## src/rtl/core/swsfr_pkg.sv

```systemverilog
// Shared types, codes and defaults of the sliding-window sender.
`default_nettype none

package swsfr_pkg;

    // Defaults for the top-level parameters
    localparam int SEQ_COUNT_DEF    = 8;
    localparam int PAYLOAD_BITS_DEF = 64;

    // Fixed field widths of the channel words
    localparam int KIND_W     = 2;
    localparam int WORD_PL_W  = 64;
    localparam int FIELD_SEQ_W = 3;
    localparam int EVENT_W    = 4;
    localparam int WIN_W      = 3;
    localparam int TMO_W      = 32;
    localparam int DUP_W      = 4;
    localparam int CFG_IDX_W  = 2;
    localparam int CFG_DATA_W = 32;

    // Item kinds
    localparam logic [KIND_W-1:0] KIND_SEND = 2'd0;
    localparam logic [KIND_W-1:0] KIND_ACK  = 2'd1;
    localparam logic [KIND_W-1:0] KIND_TICK = 2'd2;

    // Result event codes
    localparam logic [EVENT_W-1:0] EV_SENT     = 4'd0;
    localparam logic [EVENT_W-1:0] EV_REFUSED  = 4'd1;
    localparam logic [EVENT_W-1:0] EV_SLID     = 4'd2;
    localparam logic [EVENT_W-1:0] EV_BAD_SUM  = 4'd3;
    localparam logic [EVENT_W-1:0] EV_DUP      = 4'd4;
    localparam logic [EVENT_W-1:0] EV_FAST_RTX = 4'd5;
    localparam logic [EVENT_W-1:0] EV_TIMEOUT  = 4'd6;
    localparam logic [EVENT_W-1:0] EV_IGNORED  = 4'd7;
    localparam logic [EVENT_W-1:0] EV_IDLE     = 4'd8;

    // Configuration register indexes
    localparam logic [CFG_IDX_W-1:0] CFG_WINDOW  = 2'd0;
    localparam logic [CFG_IDX_W-1:0] CFG_TIMEOUT = 2'd1;
    localparam logic [CFG_IDX_W-1:0] CFG_DUP_THR = 2'd2;

    // Configuration reset values and limits
    localparam logic [WIN_W-1:0] WINDOW_RST  = 3'd4;
    localparam logic [TMO_W-1:0] TIMEOUT_RST = 32'd20;
    localparam logic [DUP_W-1:0] DUP_THR_RST = 4'd3;
    localparam logic [DUP_W-1:0] DUP_MAX     = 4'd15;

    // Input word
    typedef struct packed {
        logic [KIND_W-1:0]      kind;
        logic [WORD_PL_W-1:0]   payload;
        logic [FIELD_SEQ_W-1:0] ack_number;
        logic                   ack_checksum_ok;
    } t_in_word;

    // Output word
    typedef struct packed {
        logic [EVENT_W-1:0]     event_res;
        logic                   tx_valid;
        logic [FIELD_SEQ_W-1:0] tx_seq;
        logic [WORD_PL_W-1:0]   tx_payload;
        logic [FIELD_SEQ_W-1:0] base_seq;
        logic [FIELD_SEQ_W-1:0] next_seq_out;
        logic [FIELD_SEQ_W-1:0] in_flight;
    } t_out_word;

    // Decision of one item, without payload, from control to the output path
    typedef struct packed {
        logic [EVENT_W-1:0]     event_res;
        logic                   tx_valid;
        logic [FIELD_SEQ_W-1:0] tx_seq;
        logic                   use_ram;
        logic [FIELD_SEQ_W-1:0] base_seq;
        logic [FIELD_SEQ_W-1:0] next_seq_out;
        logic [FIELD_SEQ_W-1:0] in_flight;
    } t_res;

endpackage

`default_nettype wire

```

## src/rtl/core/swsfr_ram.sv

```systemverilog
// Generic single-write, single-read RAM with registered read data.
`default_nettype none

module swsfr_ram #(
    parameter int WIDTH = 64,
    parameter int DEPTH = 8
) (
    input  wire logic                     i_clk,
    input  wire logic                     i_we,
    input  wire logic [$clog2(DEPTH)-1:0] i_waddr,
    input  wire logic [WIDTH-1:0]         i_wdata,
    input  wire logic                     i_re,
    input  wire logic [$clog2(DEPTH)-1:0] i_raddr,
    output logic      [WIDTH-1:0]         o_rdata
);

    logic [WIDTH-1:0] r_mem [DEPTH];

    // Write port, and read port that holds its data while not enabled
    always_ff @(posedge i_clk) begin
        if (i_we) begin
            r_mem[i_waddr] <= i_wdata;
        end
        if (i_re) begin
            o_rdata <= r_mem[i_raddr];
        end
    end

endmodule

`default_nettype wire

```

## src/rtl/core/swsfr_ctrl.sv

```systemverilog
// Window control: sequence counters, timer, duplicate count and config registers.
`default_nettype none

module swsfr_ctrl #(
    parameter int SEQ_COUNT    = swsfr_pkg::SEQ_COUNT_DEF,
    parameter int PAYLOAD_BITS = swsfr_pkg::PAYLOAD_BITS_DEF
) (
    input  wire logic                             i_clk,
    input  wire logic                             i_rst_n,
    input  wire logic                             i_cfg_we,
    input  wire logic [swsfr_pkg::CFG_IDX_W-1:0]  i_cfg_idx,
    input  wire logic [swsfr_pkg::CFG_DATA_W-1:0] i_cfg_data,
    input  wire logic                             i_accept,
    input  wire swsfr_pkg::t_in_word              i_word,
    output logic                                  o_ram_we,
    output logic [$clog2(SEQ_COUNT)-1:0]          o_ram_waddr,
    output logic [PAYLOAD_BITS-1:0]               o_ram_wdata,
    output logic                                  o_ram_re,
    output logic [$clog2(SEQ_COUNT)-1:0]          o_ram_raddr,
    output swsfr_pkg::t_res                       o_res
);

    localparam int SW = $clog2(SEQ_COUNT);
    localparam logic [8:0]    SEQ_CNT9 = 9'(SEQ_COUNT);
    localparam logic [8:0]    WMAX9    = 9'(SEQ_COUNT - 1);
    localparam logic [SW-1:0] SEQ_SW   = SW'(SEQ_COUNT);
    localparam logic [SW-1:0] SEQ_LAST = SW'(SEQ_COUNT - 1);

    // Configuration registers
    logic [swsfr_pkg::WIN_W-1:0] r_window;
    logic [swsfr_pkg::TMO_W-1:0] r_timeout;
    logic [swsfr_pkg::DUP_W-1:0] r_dup_thr;

    // Window state
    logic [SW-1:0]               r_base,  n_base;
    logic [SW-1:0]               r_next,  n_next;
    logic [SW-1:0]               r_outst, n_outst;
    logic [swsfr_pkg::DUP_W-1:0] r_dup,   n_dup;
    logic                        r_run,   n_run;
    logic [swsfr_pkg::TMO_W-1:0] r_left,  n_left;

    logic [8:0]                  ack_red;
    logic [SW-1:0]               ack_m;
    logic [SW-1:0]               ack_inc;
    logic [SW-1:0]               next_inc;
    logic [SW-1:0]               prev;
    logic [SW:0]                 diff;
    logic [SW-1:0]               off;
    logic [SW-1:0]               eff_win;
    logic [swsfr_pkg::DUP_W-1:0] dup_inc;
    logic                        we;
    logic                        re;
    logic [SW-1:0]               tx_seq;

    // Reduce the ack number into the sequence space by repeated subtraction
    always_comb begin
        ack_red = {6'd0, i_word.ack_number};
        for (int i = 0; i < 8; i++) begin
            if (ack_red >= SEQ_CNT9) begin
                ack_red = ack_red - SEQ_CNT9;
            end
        end
    end

    assign ack_m = ack_red[SW-1:0];

    // Modular neighbors and offsets within the sequence space
    always_comb begin
        ack_inc  = (ack_m == SEQ_LAST) ? '0 : ack_m + 1'b1;
        next_inc = (r_next == SEQ_LAST) ? '0 : r_next + 1'b1;
        prev     = (r_base == '0) ? SEQ_LAST : r_base - 1'b1;
        diff     = {1'b0, ack_m} - {1'b0, r_base};
        off      = diff[SW] ? SW'(diff[SW-1:0] + SEQ_SW) : diff[SW-1:0];
        eff_win  = ({6'd0, r_window} > WMAX9) ? SEQ_LAST : SW'(r_window);
        dup_inc  = (r_dup == swsfr_pkg::DUP_MAX) ? r_dup : r_dup + 1'b1;
    end

    // Decide the item's event and next state
    always_comb begin
        n_base        = r_base;
        n_next        = r_next;
        n_outst       = r_outst;
        n_dup         = r_dup;
        n_run         = r_run;
        n_left        = r_left;
        we            = 1'b0;
        re            = 1'b0;
        tx_seq        = '0;
        o_res.event_res = swsfr_pkg::EV_IDLE;
        o_res.tx_valid  = 1'b0;
        o_res.use_ram   = 1'b0;
        case (i_word.kind)
            swsfr_pkg::KIND_SEND: begin
                if (r_outst >= eff_win) begin
                    o_res.event_res = swsfr_pkg::EV_REFUSED;
                end else begin
                    we = 1'b1;
                    if (r_outst == '0) begin
                        n_run  = 1'b1;
                        n_left = r_timeout;
                    end
                    o_res.tx_valid  = 1'b1;
                    tx_seq          = r_next;
                    n_next          = next_inc;
                    n_outst         = r_outst + 1'b1;
                    o_res.event_res = swsfr_pkg::EV_SENT;
                end
            end
            swsfr_pkg::KIND_ACK: begin
                if (!i_word.ack_checksum_ok) begin
                    o_res.event_res = swsfr_pkg::EV_BAD_SUM;
                end else if (off < r_outst) begin
                    n_base  = ack_inc;
                    n_outst = r_outst - off - 1'b1;
                    n_dup   = '0;
                    if (n_outst != '0) begin
                        n_run  = 1'b1;
                        n_left = r_timeout;
                    end else begin
                        n_run  = 1'b0;
                        n_left = '0;
                    end
                    o_res.event_res = swsfr_pkg::EV_SLID;
                end else if (ack_m == prev) begin
                    n_dup           = dup_inc;
                    o_res.event_res = swsfr_pkg::EV_DUP;
                    if (dup_inc == r_dup_thr && r_outst != '0) begin
                        o_res.tx_valid  = 1'b1;
                        o_res.use_ram   = 1'b1;
                        re              = 1'b1;
                        tx_seq          = r_base;
                        n_dup           = '0;
                        o_res.event_res = swsfr_pkg::EV_FAST_RTX;
                    end
                end else begin
                    o_res.event_res = swsfr_pkg::EV_IGNORED;
                end
            end
            swsfr_pkg::KIND_TICK: begin
                if (r_run && r_outst != '0) begin
                    if (r_left <= 32'd1) begin
                        n_run           = 1'b1;
                        n_left          = r_timeout;
                        o_res.tx_valid  = 1'b1;
                        o_res.use_ram   = 1'b1;
                        re              = 1'b1;
                        tx_seq          = r_base;
                        o_res.event_res = swsfr_pkg::EV_TIMEOUT;
                    end else begin
                        n_left = r_left - 1'b1;
                    end
                end
            end
            default: begin
                o_res.event_res = swsfr_pkg::EV_IDLE;
            end
        endcase
        o_res.tx_seq       = swsfr_pkg::FIELD_SEQ_W'(tx_seq);
        o_res.base_seq     = swsfr_pkg::FIELD_SEQ_W'(n_base);
        o_res.next_seq_out = swsfr_pkg::FIELD_SEQ_W'(n_next);
        o_res.in_flight    = swsfr_pkg::FIELD_SEQ_W'(n_outst);
    end

    // Store a sent payload under its sequence number; fetch the base for a resend
    assign o_ram_we    = i_accept & we;
    assign o_ram_waddr = r_next;
    assign o_ram_wdata = i_word.payload[PAYLOAD_BITS-1:0];
    assign o_ram_re    = i_accept & re;
    assign o_ram_raddr = r_base;

    // Advance window state on each accepted word
    always_ff @(posedge i_clk) begin
        if (!i_rst_n) begin
            r_base  <= '0;
            r_next  <= '0;
            r_outst <= '0;
            r_dup   <= '0;
            r_run   <= 1'b0;
            r_left  <= '0;
        end else if (i_accept) begin
            r_base  <= n_base;
            r_next  <= n_next;
            r_outst <= n_outst;
            r_dup   <= n_dup;
            r_run   <= n_run;
            r_left  <= n_left;
        end
    end

    // Write configuration registers
    always_ff @(posedge i_clk) begin
        if (!i_rst_n) begin
            r_window  <= swsfr_pkg::WINDOW_RST;
            r_timeout <= swsfr_pkg::TIMEOUT_RST;
            r_dup_thr <= swsfr_pkg::DUP_THR_RST;
        end else if (i_cfg_we) begin
            unique case (i_cfg_idx)
                swsfr_pkg::CFG_WINDOW:  r_window  <= i_cfg_data[swsfr_pkg::WIN_W-1:0];
                swsfr_pkg::CFG_TIMEOUT: r_timeout <= i_cfg_data[swsfr_pkg::TMO_W-1:0];
                swsfr_pkg::CFG_DUP_THR: r_dup_thr <= i_cfg_data[swsfr_pkg::DUP_W-1:0];
                default: begin
                end
            endcase
        end
    end

endmodule

`default_nettype wire

```

## src/rtl/core/sliding_window_sender_fast_retransmit.sv

```systemverilog
// Go-back-N sender with fast retransmit: control, payload RAM and result path.
//
// Usage:
//   Input channel (i_in_valid / o_in_ready / i_in_word) carries send requests,
//   acknowledgements and timer ticks; each word yields exactly one result word
//   on the output channel (o_out_valid / i_out_ready / o_out_word).
//   Configuration (window, timeout, duplicate threshold) is written through
//   i_cfg_we / i_cfg_idx / i_cfg_data while the block is idle.
// Timing:
//   One word is accepted per cycle, sustained while the output does not stall.
//   A result passes the pipeline register, which holds it while the payload RAM
//   reads the base packet on a resend, and then the output register.
//   The counters and timer update in the accept cycle, so the next word sees
//   them at once; the RAM write of a sent payload lands before any later read.
// Reset: synchronous, active low; window empty, timer stopped, configuration
//   back to defaults. Payload RAM content is not cleared (only written entries
//   are ever resent).
// Stall: the output register and the pipeline register in front of it hold
//   while i_out_ready is low; o_in_ready drops once both are full.
`default_nettype none

module sliding_window_sender_fast_retransmit #(
    parameter int SEQ_COUNT    = swsfr_pkg::SEQ_COUNT_DEF,
    parameter int PAYLOAD_BITS = swsfr_pkg::PAYLOAD_BITS_DEF
) (
    input  wire logic                             i_clk,
    input  wire logic                             i_rst_n,
    input  wire logic                             i_cfg_we,
    input  wire logic [swsfr_pkg::CFG_IDX_W-1:0]  i_cfg_idx,
    input  wire logic [swsfr_pkg::CFG_DATA_W-1:0] i_cfg_data,
    input  wire logic                             i_in_valid,
    output logic                                  o_in_ready,
    input  wire swsfr_pkg::t_in_word              i_in_word,
    output logic                                  o_out_valid,
    input  wire logic                             i_out_ready,
    output swsfr_pkg::t_out_word                  o_out_word
);

    localparam int SW = $clog2(SEQ_COUNT);

    logic                    accept;
    logic                    ram_we;
    logic [SW-1:0]           ram_waddr;
    logic [PAYLOAD_BITS-1:0] ram_wdata;
    logic                    ram_re;
    logic [SW-1:0]           ram_raddr;
    logic [PAYLOAD_BITS-1:0] ram_rdata;
    swsfr_pkg::t_res         res;

    logic                    r_s1_valid;
    swsfr_pkg::t_res         r_s1_res;
    logic [PAYLOAD_BITS-1:0] r_s1_pl;
    logic                    s1_adv;
    swsfr_pkg::t_out_word    n_out_word;

    // Move words forward whenever the next stage frees up
    assign s1_adv     = r_s1_valid && (!o_out_valid || i_out_ready);
    assign o_in_ready = !r_s1_valid || s1_adv;
    assign accept     = i_in_valid && o_in_ready;

    swsfr_ctrl #(
        .SEQ_COUNT    (SEQ_COUNT),
        .PAYLOAD_BITS (PAYLOAD_BITS)
    ) u_ctrl (
        .i_clk       (i_clk),
        .i_rst_n     (i_rst_n),
        .i_cfg_we    (i_cfg_we),
        .i_cfg_idx   (i_cfg_idx),
        .i_cfg_data  (i_cfg_data),
        .i_accept    (accept),
        .i_word      (i_in_word),
        .o_ram_we    (ram_we),
        .o_ram_waddr (ram_waddr),
        .o_ram_wdata (ram_wdata),
        .o_ram_re    (ram_re),
        .o_ram_raddr (ram_raddr),
        .o_res       (res)
    );

    swsfr_ram #(
        .WIDTH (PAYLOAD_BITS),
        .DEPTH (SEQ_COUNT)
    ) u_ram (
        .i_clk   (i_clk),
        .i_we    (ram_we),
        .i_waddr (ram_waddr),
        .i_wdata (ram_wdata),
        .i_re    (ram_re),
        .i_raddr (ram_raddr),
        .o_rdata (ram_rdata)
    );

    // Hold the decision while the RAM read completes
    always_ff @(posedge i_clk) begin
        if (!i_rst_n) begin
            r_s1_valid <= 1'b0;
        end else if (accept) begin
            r_s1_valid <= 1'b1;
        end else if (s1_adv) begin
            r_s1_valid <= 1'b0;
        end
    end

    always_ff @(posedge i_clk) begin
        if (accept) begin
            r_s1_res <= res;
            r_s1_pl  <= (res.tx_valid && !res.use_ram) ?
                        i_in_word.payload[PAYLOAD_BITS-1:0] : '0;
        end
    end

    // Resolve the transmitted payload from the RAM or the held send data
    always_comb begin
        n_out_word.event_res    = r_s1_res.event_res;
        n_out_word.tx_valid     = r_s1_res.tx_valid;
        n_out_word.tx_seq       = r_s1_res.tx_seq;
        n_out_word.tx_payload   = r_s1_res.use_ram ?
                                  swsfr_pkg::WORD_PL_W'(ram_rdata) :
                                  swsfr_pkg::WORD_PL_W'(r_s1_pl);
        n_out_word.base_seq     = r_s1_res.base_seq;
        n_out_word.next_seq_out = r_s1_res.next_seq_out;
        n_out_word.in_flight    = r_s1_res.in_flight;
    end

    // Output register
    always_ff @(posedge i_clk) begin
        if (!i_rst_n) begin
            o_out_valid <= 1'b0;
        end else if (s1_adv) begin
            o_out_valid <= 1'b1;
        end else if (i_out_ready) begin
            o_out_valid <= 1'b0;
        end
    end

    always_ff @(posedge i_clk) begin
        if (s1_adv) begin
            o_out_word <= n_out_word;
        end
    end

endmodule

`default_nettype wire
```

## config.mk

```make
export PLATFORM = sky130hd
export DESIGN_NAME = sliding_window_sender_fast_retransmit
export DESIGN_NICKNAME = d
export VERILOG_FILES = /design/src/rtl/core/swsfr_pkg.sv /design/src/rtl/core/swsfr_ram.sv /design/src/rtl/core/swsfr_ctrl.sv /design/src/rtl/core/sliding_window_sender_fast_retransmit.sv
export SDC_FILE = /design/constraint.sdc
export NUM_CORES = 1
export LEC_CHECK = 0
export ABC_AREA = 1
export BUFFER_PORTS_ARGS = -buffer_cell sky130_fd_sc_hd__buf_4
export CAP_MARGIN = 20
export CORE_ASPECT_RATIO = 0.8
export CORE_MARGIN = 2
export CORE_UTILIZATION = 40
export DETAILED_ROUTE_END_ITERATION = 10
export HOLD_SLACK_MARGIN = 0.08
export PLACE_DENSITY = 0.64
export SLEW_MARGIN = 20
export SYNTH_ARGS = -nofsm -noshare
export SYNTH_HDL_FRONTEND = slang
export SYNTH_SLANG_ARGS = --single-unit
```

## constraint.sdc

```tcl
create_clock -name i_clk -period 14.1 [get_ports i_clk]
set_clock_uncertainty 0.1 [all_clocks]
set_input_delay 2.115 -clock i_clk [delete_from_list [all_inputs] [get_ports i_clk]]
set_output_delay 2.115 -clock i_clk [all_outputs]
set_load 0.05 [all_outputs]
```

# ---- Word-level counts from Yosys, hierarchy flattened
# Memory sizes are Yosys's and may differ from the RTL's. A register that Yosys moved wholly into a read port is not among the register bits.
# Index checks and enable logic that the tools add are counted.
dict set report totals {
  output_inout_bits 83
  romBits 0
  ramBits 512
  latchBits 0
  mem_count 1
  elab_cells 150
  inputBits 109
  reg_bits 250
}
# memory depth word_bits read_ports rd_ports_with_merged_regs write_ports line
set mem_list {}
lappend mem_list {u_ram.r_mem 8 64 1 1 1 swsfr_ram.sv:17} ;# logic [WIDTH-1:0] r_mem [DEPTH];
dict set report classes {
  n_lt_le_gt_ge 3
  muxes 68
  n_div 0
  n_bitwise 2
  reduce_logical 26
  n_shift 0
  addsub 9
  n_mul 0
  n_eq_ne 15
}
# cell n
set op_table {}
lappend op_table {{$mux W32} 7}
lappend op_table {{$pmux W32 S3} 1}
lappend op_table {{$mux W64} 1}
lappend op_table {{$mux W3} 18}
lappend op_table {{$le A32 B1 Y1 const B} 1}
lappend op_table {{$sub A32 B1 Y32 const B} 1}
lappend op_table {{$mux W4} 7}
lappend op_table {{$mux W1} 25}
lappend op_table {{$pmux W4 S3} 1}
lappend op_table {{$mux W5} 2}
lappend op_table {{$add A3 B1 Y3 const B} 3}
lappend op_table {{$pmux W3 S3} 1}
lappend op_table {{$reduce_bool A3 Y1} 3}
lappend op_table {{$ne A2 B1 Y1 const B} 4}
lappend op_table {{$reduce_and A8 Y1} 1}
lappend op_table {{$reduce_and A7 Y1} 1}
lappend op_table {{$eq A3 B3 Y1 const B} 2}
lappend op_table {{$logic_not A3 Y1} 2}
lappend op_table {{$pmux W1 S3} 2}
lappend op_table {{$pmux W3 S2} 1}
lappend op_table {{$reduce_and A2 Y1} 3}
lappend op_table {{$reduce_bool A2 Y1} 3}
lappend op_table {{$sub A3 B1 Y3 const B} 2}
lappend op_table {{$sub A3 B3 Y3} 2}
lappend op_table {{other kinds (17)} 29}

# ---- Longest topological paths before layout
dict set report depth {
  ltp_word 11
  ltp_mapped 19
  ltp_nobuf 16
}

# ---- Hierarchy
# From an unflattened synthesis, not the netlist that was laid out.
dict set report unflattened {
  hier_cells 3752
  area_unflattened_um2 36860.4
}
# module cells_per_inst area_each_um2 instances seq_area_each_um2
set by_module_without_submodules {}
lappend by_module_without_submodules {swsfr_ram 2294 24298.3 1 17296.6}
lappend by_module_without_submodules {sliding_window_sender_fast_retransmit 518 6409.9 1 4934.7}
lappend by_module_without_submodules {swsfr_ctrl 940 6152.2 1 1701.6}

# ---- Least setup slack after synthesis
# OpenSTA, ideal clock, no wires.
dict set report synth_timing {
  path_type {input port to flip-flop}
  from {input port i_out_ready}
  to {memory u_ram.r_mem[0][0] (enable)}
  n_path_buf 0
  required_time_ns 13.513
  stages 6
  setup_slack_ns 6.615
  t_arrival_ns 6.899
  setup_time_ns 0.487
  path_cell_list {inv_1 > nand3_1 > nand2_1 > inv_2 > nand3_1 > nor2_1}
}
dict set report synth_between {
  elab_chain_len 7
}
# item line
set synth_lines {}
lappend synth_lines {{from (decl)} sliding_window_sender_fast_retransmit.sv:35} ;# input wire logic i_out_ready,
lappend synth_lines {{$logic_or A1 B1 Y1} sliding_window_sender_fast_retransmit.sv:57} ;# assign s1_adv = r_s1_valid && (!o_out_valid || i_out_ready);
lappend synth_lines {{$logic_and A1 B1 Y1} sliding_window_sender_fast_retransmit.sv:57}
lappend synth_lines {{$logic_or A1 B1 Y1} sliding_window_sender_fast_retransmit.sv:58} ;# assign o_in_ready = !r_s1_valid || s1_adv;
lappend synth_lines {{via o_in_ready} sliding_window_sender_fast_retransmit.sv:32} ;# output logic o_in_ready,
lappend synth_lines {{$logic_and A1 B1 Y1} sliding_window_sender_fast_retransmit.sv:59} ;# assign accept = i_in_valid && o_in_ready;
lappend synth_lines {{via accept} sliding_window_sender_fast_retransmit.sv:41} ;# logic accept;
lappend synth_lines {{$and A1 B1 Y1} swsfr_ctrl.sv:165} ;# assign o_ram_we = i_accept & we;
lappend synth_lines {{$mux W1} swsfr_ram.sv:21} ;# if (i_we) begin
lappend synth_lines {{$mux W1 (implied by the code)} swsfr_ram.sv:22} ;# r_mem[i_waddr] <= i_wdata;
lappend synth_lines {{to (decl)} swsfr_ram.sv:17}
# The timed path passes the listed nets, and every way through them passes these cells.

# ---- Worst setup path in the final report
dict set report layout_timing {
  from {input port i_out_ready}
  to {register u_ctrl.r_left[10] in the netlist's numbering}
}
dict set report layout_between {
  elab_chain_len 5
}
# item line
set layout_lines {}
lappend layout_lines {{$logic_or A1 B1 Y1} sliding_window_sender_fast_retransmit.sv:57}
lappend layout_lines {{$logic_and A1 B1 Y1} sliding_window_sender_fast_retransmit.sv:57}
lappend layout_lines {{$logic_or A1 B1 Y1} sliding_window_sender_fast_retransmit.sv:58}
lappend layout_lines {{$logic_and A1 B1 Y1} sliding_window_sender_fast_retransmit.sv:59}
lappend layout_lines {{via accept} sliding_window_sender_fast_retransmit.sv:41}
lappend layout_lines {{$reduce_and A7 Y1 (no source line)} n/a}
lappend layout_lines {{to (signal assigned)} swsfr_ctrl.sv:186} ;# r_left <= n_left;
lappend layout_lines {{to (decl)} swsfr_ctrl.sv:40} ;# logic [swsfr_pkg::TMO_W-1:0] r_left, n_left;
# The timed path passes the listed nets, and every way through them passes these cells.
# A chain may end at the register's enable or synchronous reset.

==> metrics.csv <==
metric;value;unit
outcome;completed;
worstHoldStart;n_out_word[8];
cts_tree;yes;
ys_seq_elements;826;
finalCriticalPeriod;5520;ps
avgSynthCellArea;11.7;sq um
rsz0062_at_grt;no;
min_path_cells;0;
dieHeight;264;um
layout_commonest_cell;edfxtp_1;
syn-num-nets;3017;
required;14560;ps
cts_setup_buffers;0;
fin_crit_sh;39.1;%
drv_cap;0;
yosys_most_used_dff;edfxtp_1;
die_area;0.0866;sq mm
grt_max_degree;204;
htree_num_levels;3;
slew_headroom;26.0;%
gp_congestion;0.845;
drive_above_1_share;14.1;%
holdBufCountCts;0;
overflow;0;
cts.path.max_buffers;3;
path_max_fanout;65;
fin_area;0.0390;sq mm
synth_area;0.0337;sq mm
r2r_slack;9260;ps
hold_end;o_out_word[8];
p_total;0.00560;W
setup_violations;0;
ys_types;33;
ir_drop;0.000111;V
rows;95;
drv_slew;0;
finalSetupTns;0;ps
coreArea;0.0837;sq mm
critPathLaunch;i_out_ready;
cts-root-buf;clkbuf_16;
grt_pass1_wl;125000;um
port_buffers;191;
die_w;328;um
yosys_warnings;0;
dp_hpwl;44700;um
clock_latency;640;ps
wl_per_cell;19.1;um
area_growth;15.9;%
r2r-end;u_ram.o_rdata[8];
cp-start-kind;primary input;
start_util;40.3;%
cp_data_arrival_time;5980;ps
leakage;14.0;nW
avgViaCountPerCell;5.20;
vias;21942;
stdcell_count;4218;
cts_buffers;85;
finalHoldViolCount;0;
setup_ws;8580;ps
dpl_cell_area;0.0362;sq mm
power_density;144;mW/mm^2
nets;3164;
dp_slack;7910;ps
placed_cells;4058;
clkSlewWorstSetupHoldPaths;60;ps
grt_pass1_vias;21338;
drt_wl_total;80400;um
max_slew.worst_pin.slew;1110;ps
crit_type;primary input to flop;
synth-async-reset-ratio;0;%
reg2reg_from;u_ctrl.o_ram_raddr[1];
min_path_type;flop to flop;
end_kind;flop;
io_pins;192;
drc;0;
fmax;181;MHz
seq_area_frac_synth;71.0;%
ant_nets;0;
cts.sinks;826;
dr.pass1.iters;5;
layout_common_cells;edfxtp_1 (739), nor2_1 (593), o21ai_0 (325), nand2_1 (297), buf_4 (213);
synth_edf_count;739;
grt_antenna_before_repair;6;
synthCells;2884;
drtIter0Drc;1839;
cts_resized;0;
track_usage;18.4;%
ff2ff_path_depth;14;
[cell type report]
cell class                 count  area [sq um]
inverter                     173           662
clock inverter                59           614
clock buffer                  99          2190
multi-input combinational   1727          8540
fill                        7520         44600
tap                         1115          1400
timing repair buffer         218          1690
sequential                   826         23900
antenna                        1          2.50
[cells by family after synthesis]
logic type | count (synthesis) | synth area share (%)
xor+xnor | 14 | 0.364
fa+ha+maj | 24 | 0.936
simple gates | 1029 | 12.1
mux | 64 | 2.14
compound gates | 596 | 9.54
buf+inv | 331 | 3.84
flops | 826 | 71.0
[per-stage QoR]
stage,utilization [%],hold slack (ps)
after CTS,46.6,324
after global placement,43.2,305
after floorplan,-,300
after detailed placement,43.3,310
final,46.7,324
after global routing,46.7,337
[cells in the mapped netlist, types with 5 or more instances]
cell type  count  area [sq um]
a21oi_1      111           556
a31oi_1       79           494
buf_1         10          37.5
buf_2          6          30.0
buf_6          6          67.6
clkbuf_1     136           510
dfxtp_1       87          1740
edfxtp_1     739         22200
ha_1          22           275
inv_1        170           638
mux2_2        64           721
nand2_1      297          1110
nand2_2        5          31.3
nand3_1      100           500
nand4_1       15          93.8
nor2_1       603          2260
o211ai_1       8          60.1
o21ai_0      325          1630
o21bai_1       6          45.0
o22ai_1       64           400
xnor2_1        6          52.6
xor2_1         8          70.1
[critical path, cell delays in order]
cell,delay [ps]
buf_4,80
inv_1,70
nand3_1,120
nand2_1,400
inv_4,540
buf_4,770
nand3_1,150
nor2_1,280
nand2_2,480
inv_2,510
o21ai_0,140
a21oi_1,150
[how the worst max path moves through the flow]
| stage | endpoint | slack (ps) | cells past startpoint |
|---|---|---|---|
| after floorplan | u_ram.r_mem[0][0] | 6610 | 6 |
| after global placement | u_ram.o_rdata[3] | 7530 | 17 |
| after detailed placement | u_ctrl.r_left[10] | 7910 | 12 |
| after CTS | u_ctrl.r_left[10] | 8540 | 12 |
| after global routing | u_ctrl.r_left[9] | 8180 | 12 |
| final | u_ctrl.r_left[10] | 8580 | 12 |
[flip-flops by register name, indices dropped and copies added (netlist names), 3 cells and up]
register	cells
u_ctrl.o_ram_waddr	3
u_ram.o_rdata	64
u_ctrl.eff_win	3
u_ctrl.r_timeout	32
r_s1_pl	64
u_ram.r_mem	512
u_ctrl.r_dup	4
u_ctrl.o_ram_raddr	3
o_out_word	81
u_ctrl.r_dup_thr	4
u_ctrl.r_left	32
u_ctrl.r_outst	3
n_out_word	17
[report_power, final]
group          switching [W]  internal (W)
Clock               0.000977       0.00128
Sequential         0.0000336       0.00273
Combinational       0.000407      0.000179
[layer usage]
metal	share of wire, %	GRT usage (%)	vias to the layer above
met3	5.8	2.95	132
met1	45	26.4	10760
met4	2.5	5.57	6
met5	0.049	0	-
met2	46	28.9	579
li1	-	-	10465
No activity file was read; power rests on OpenSTA's default activity.
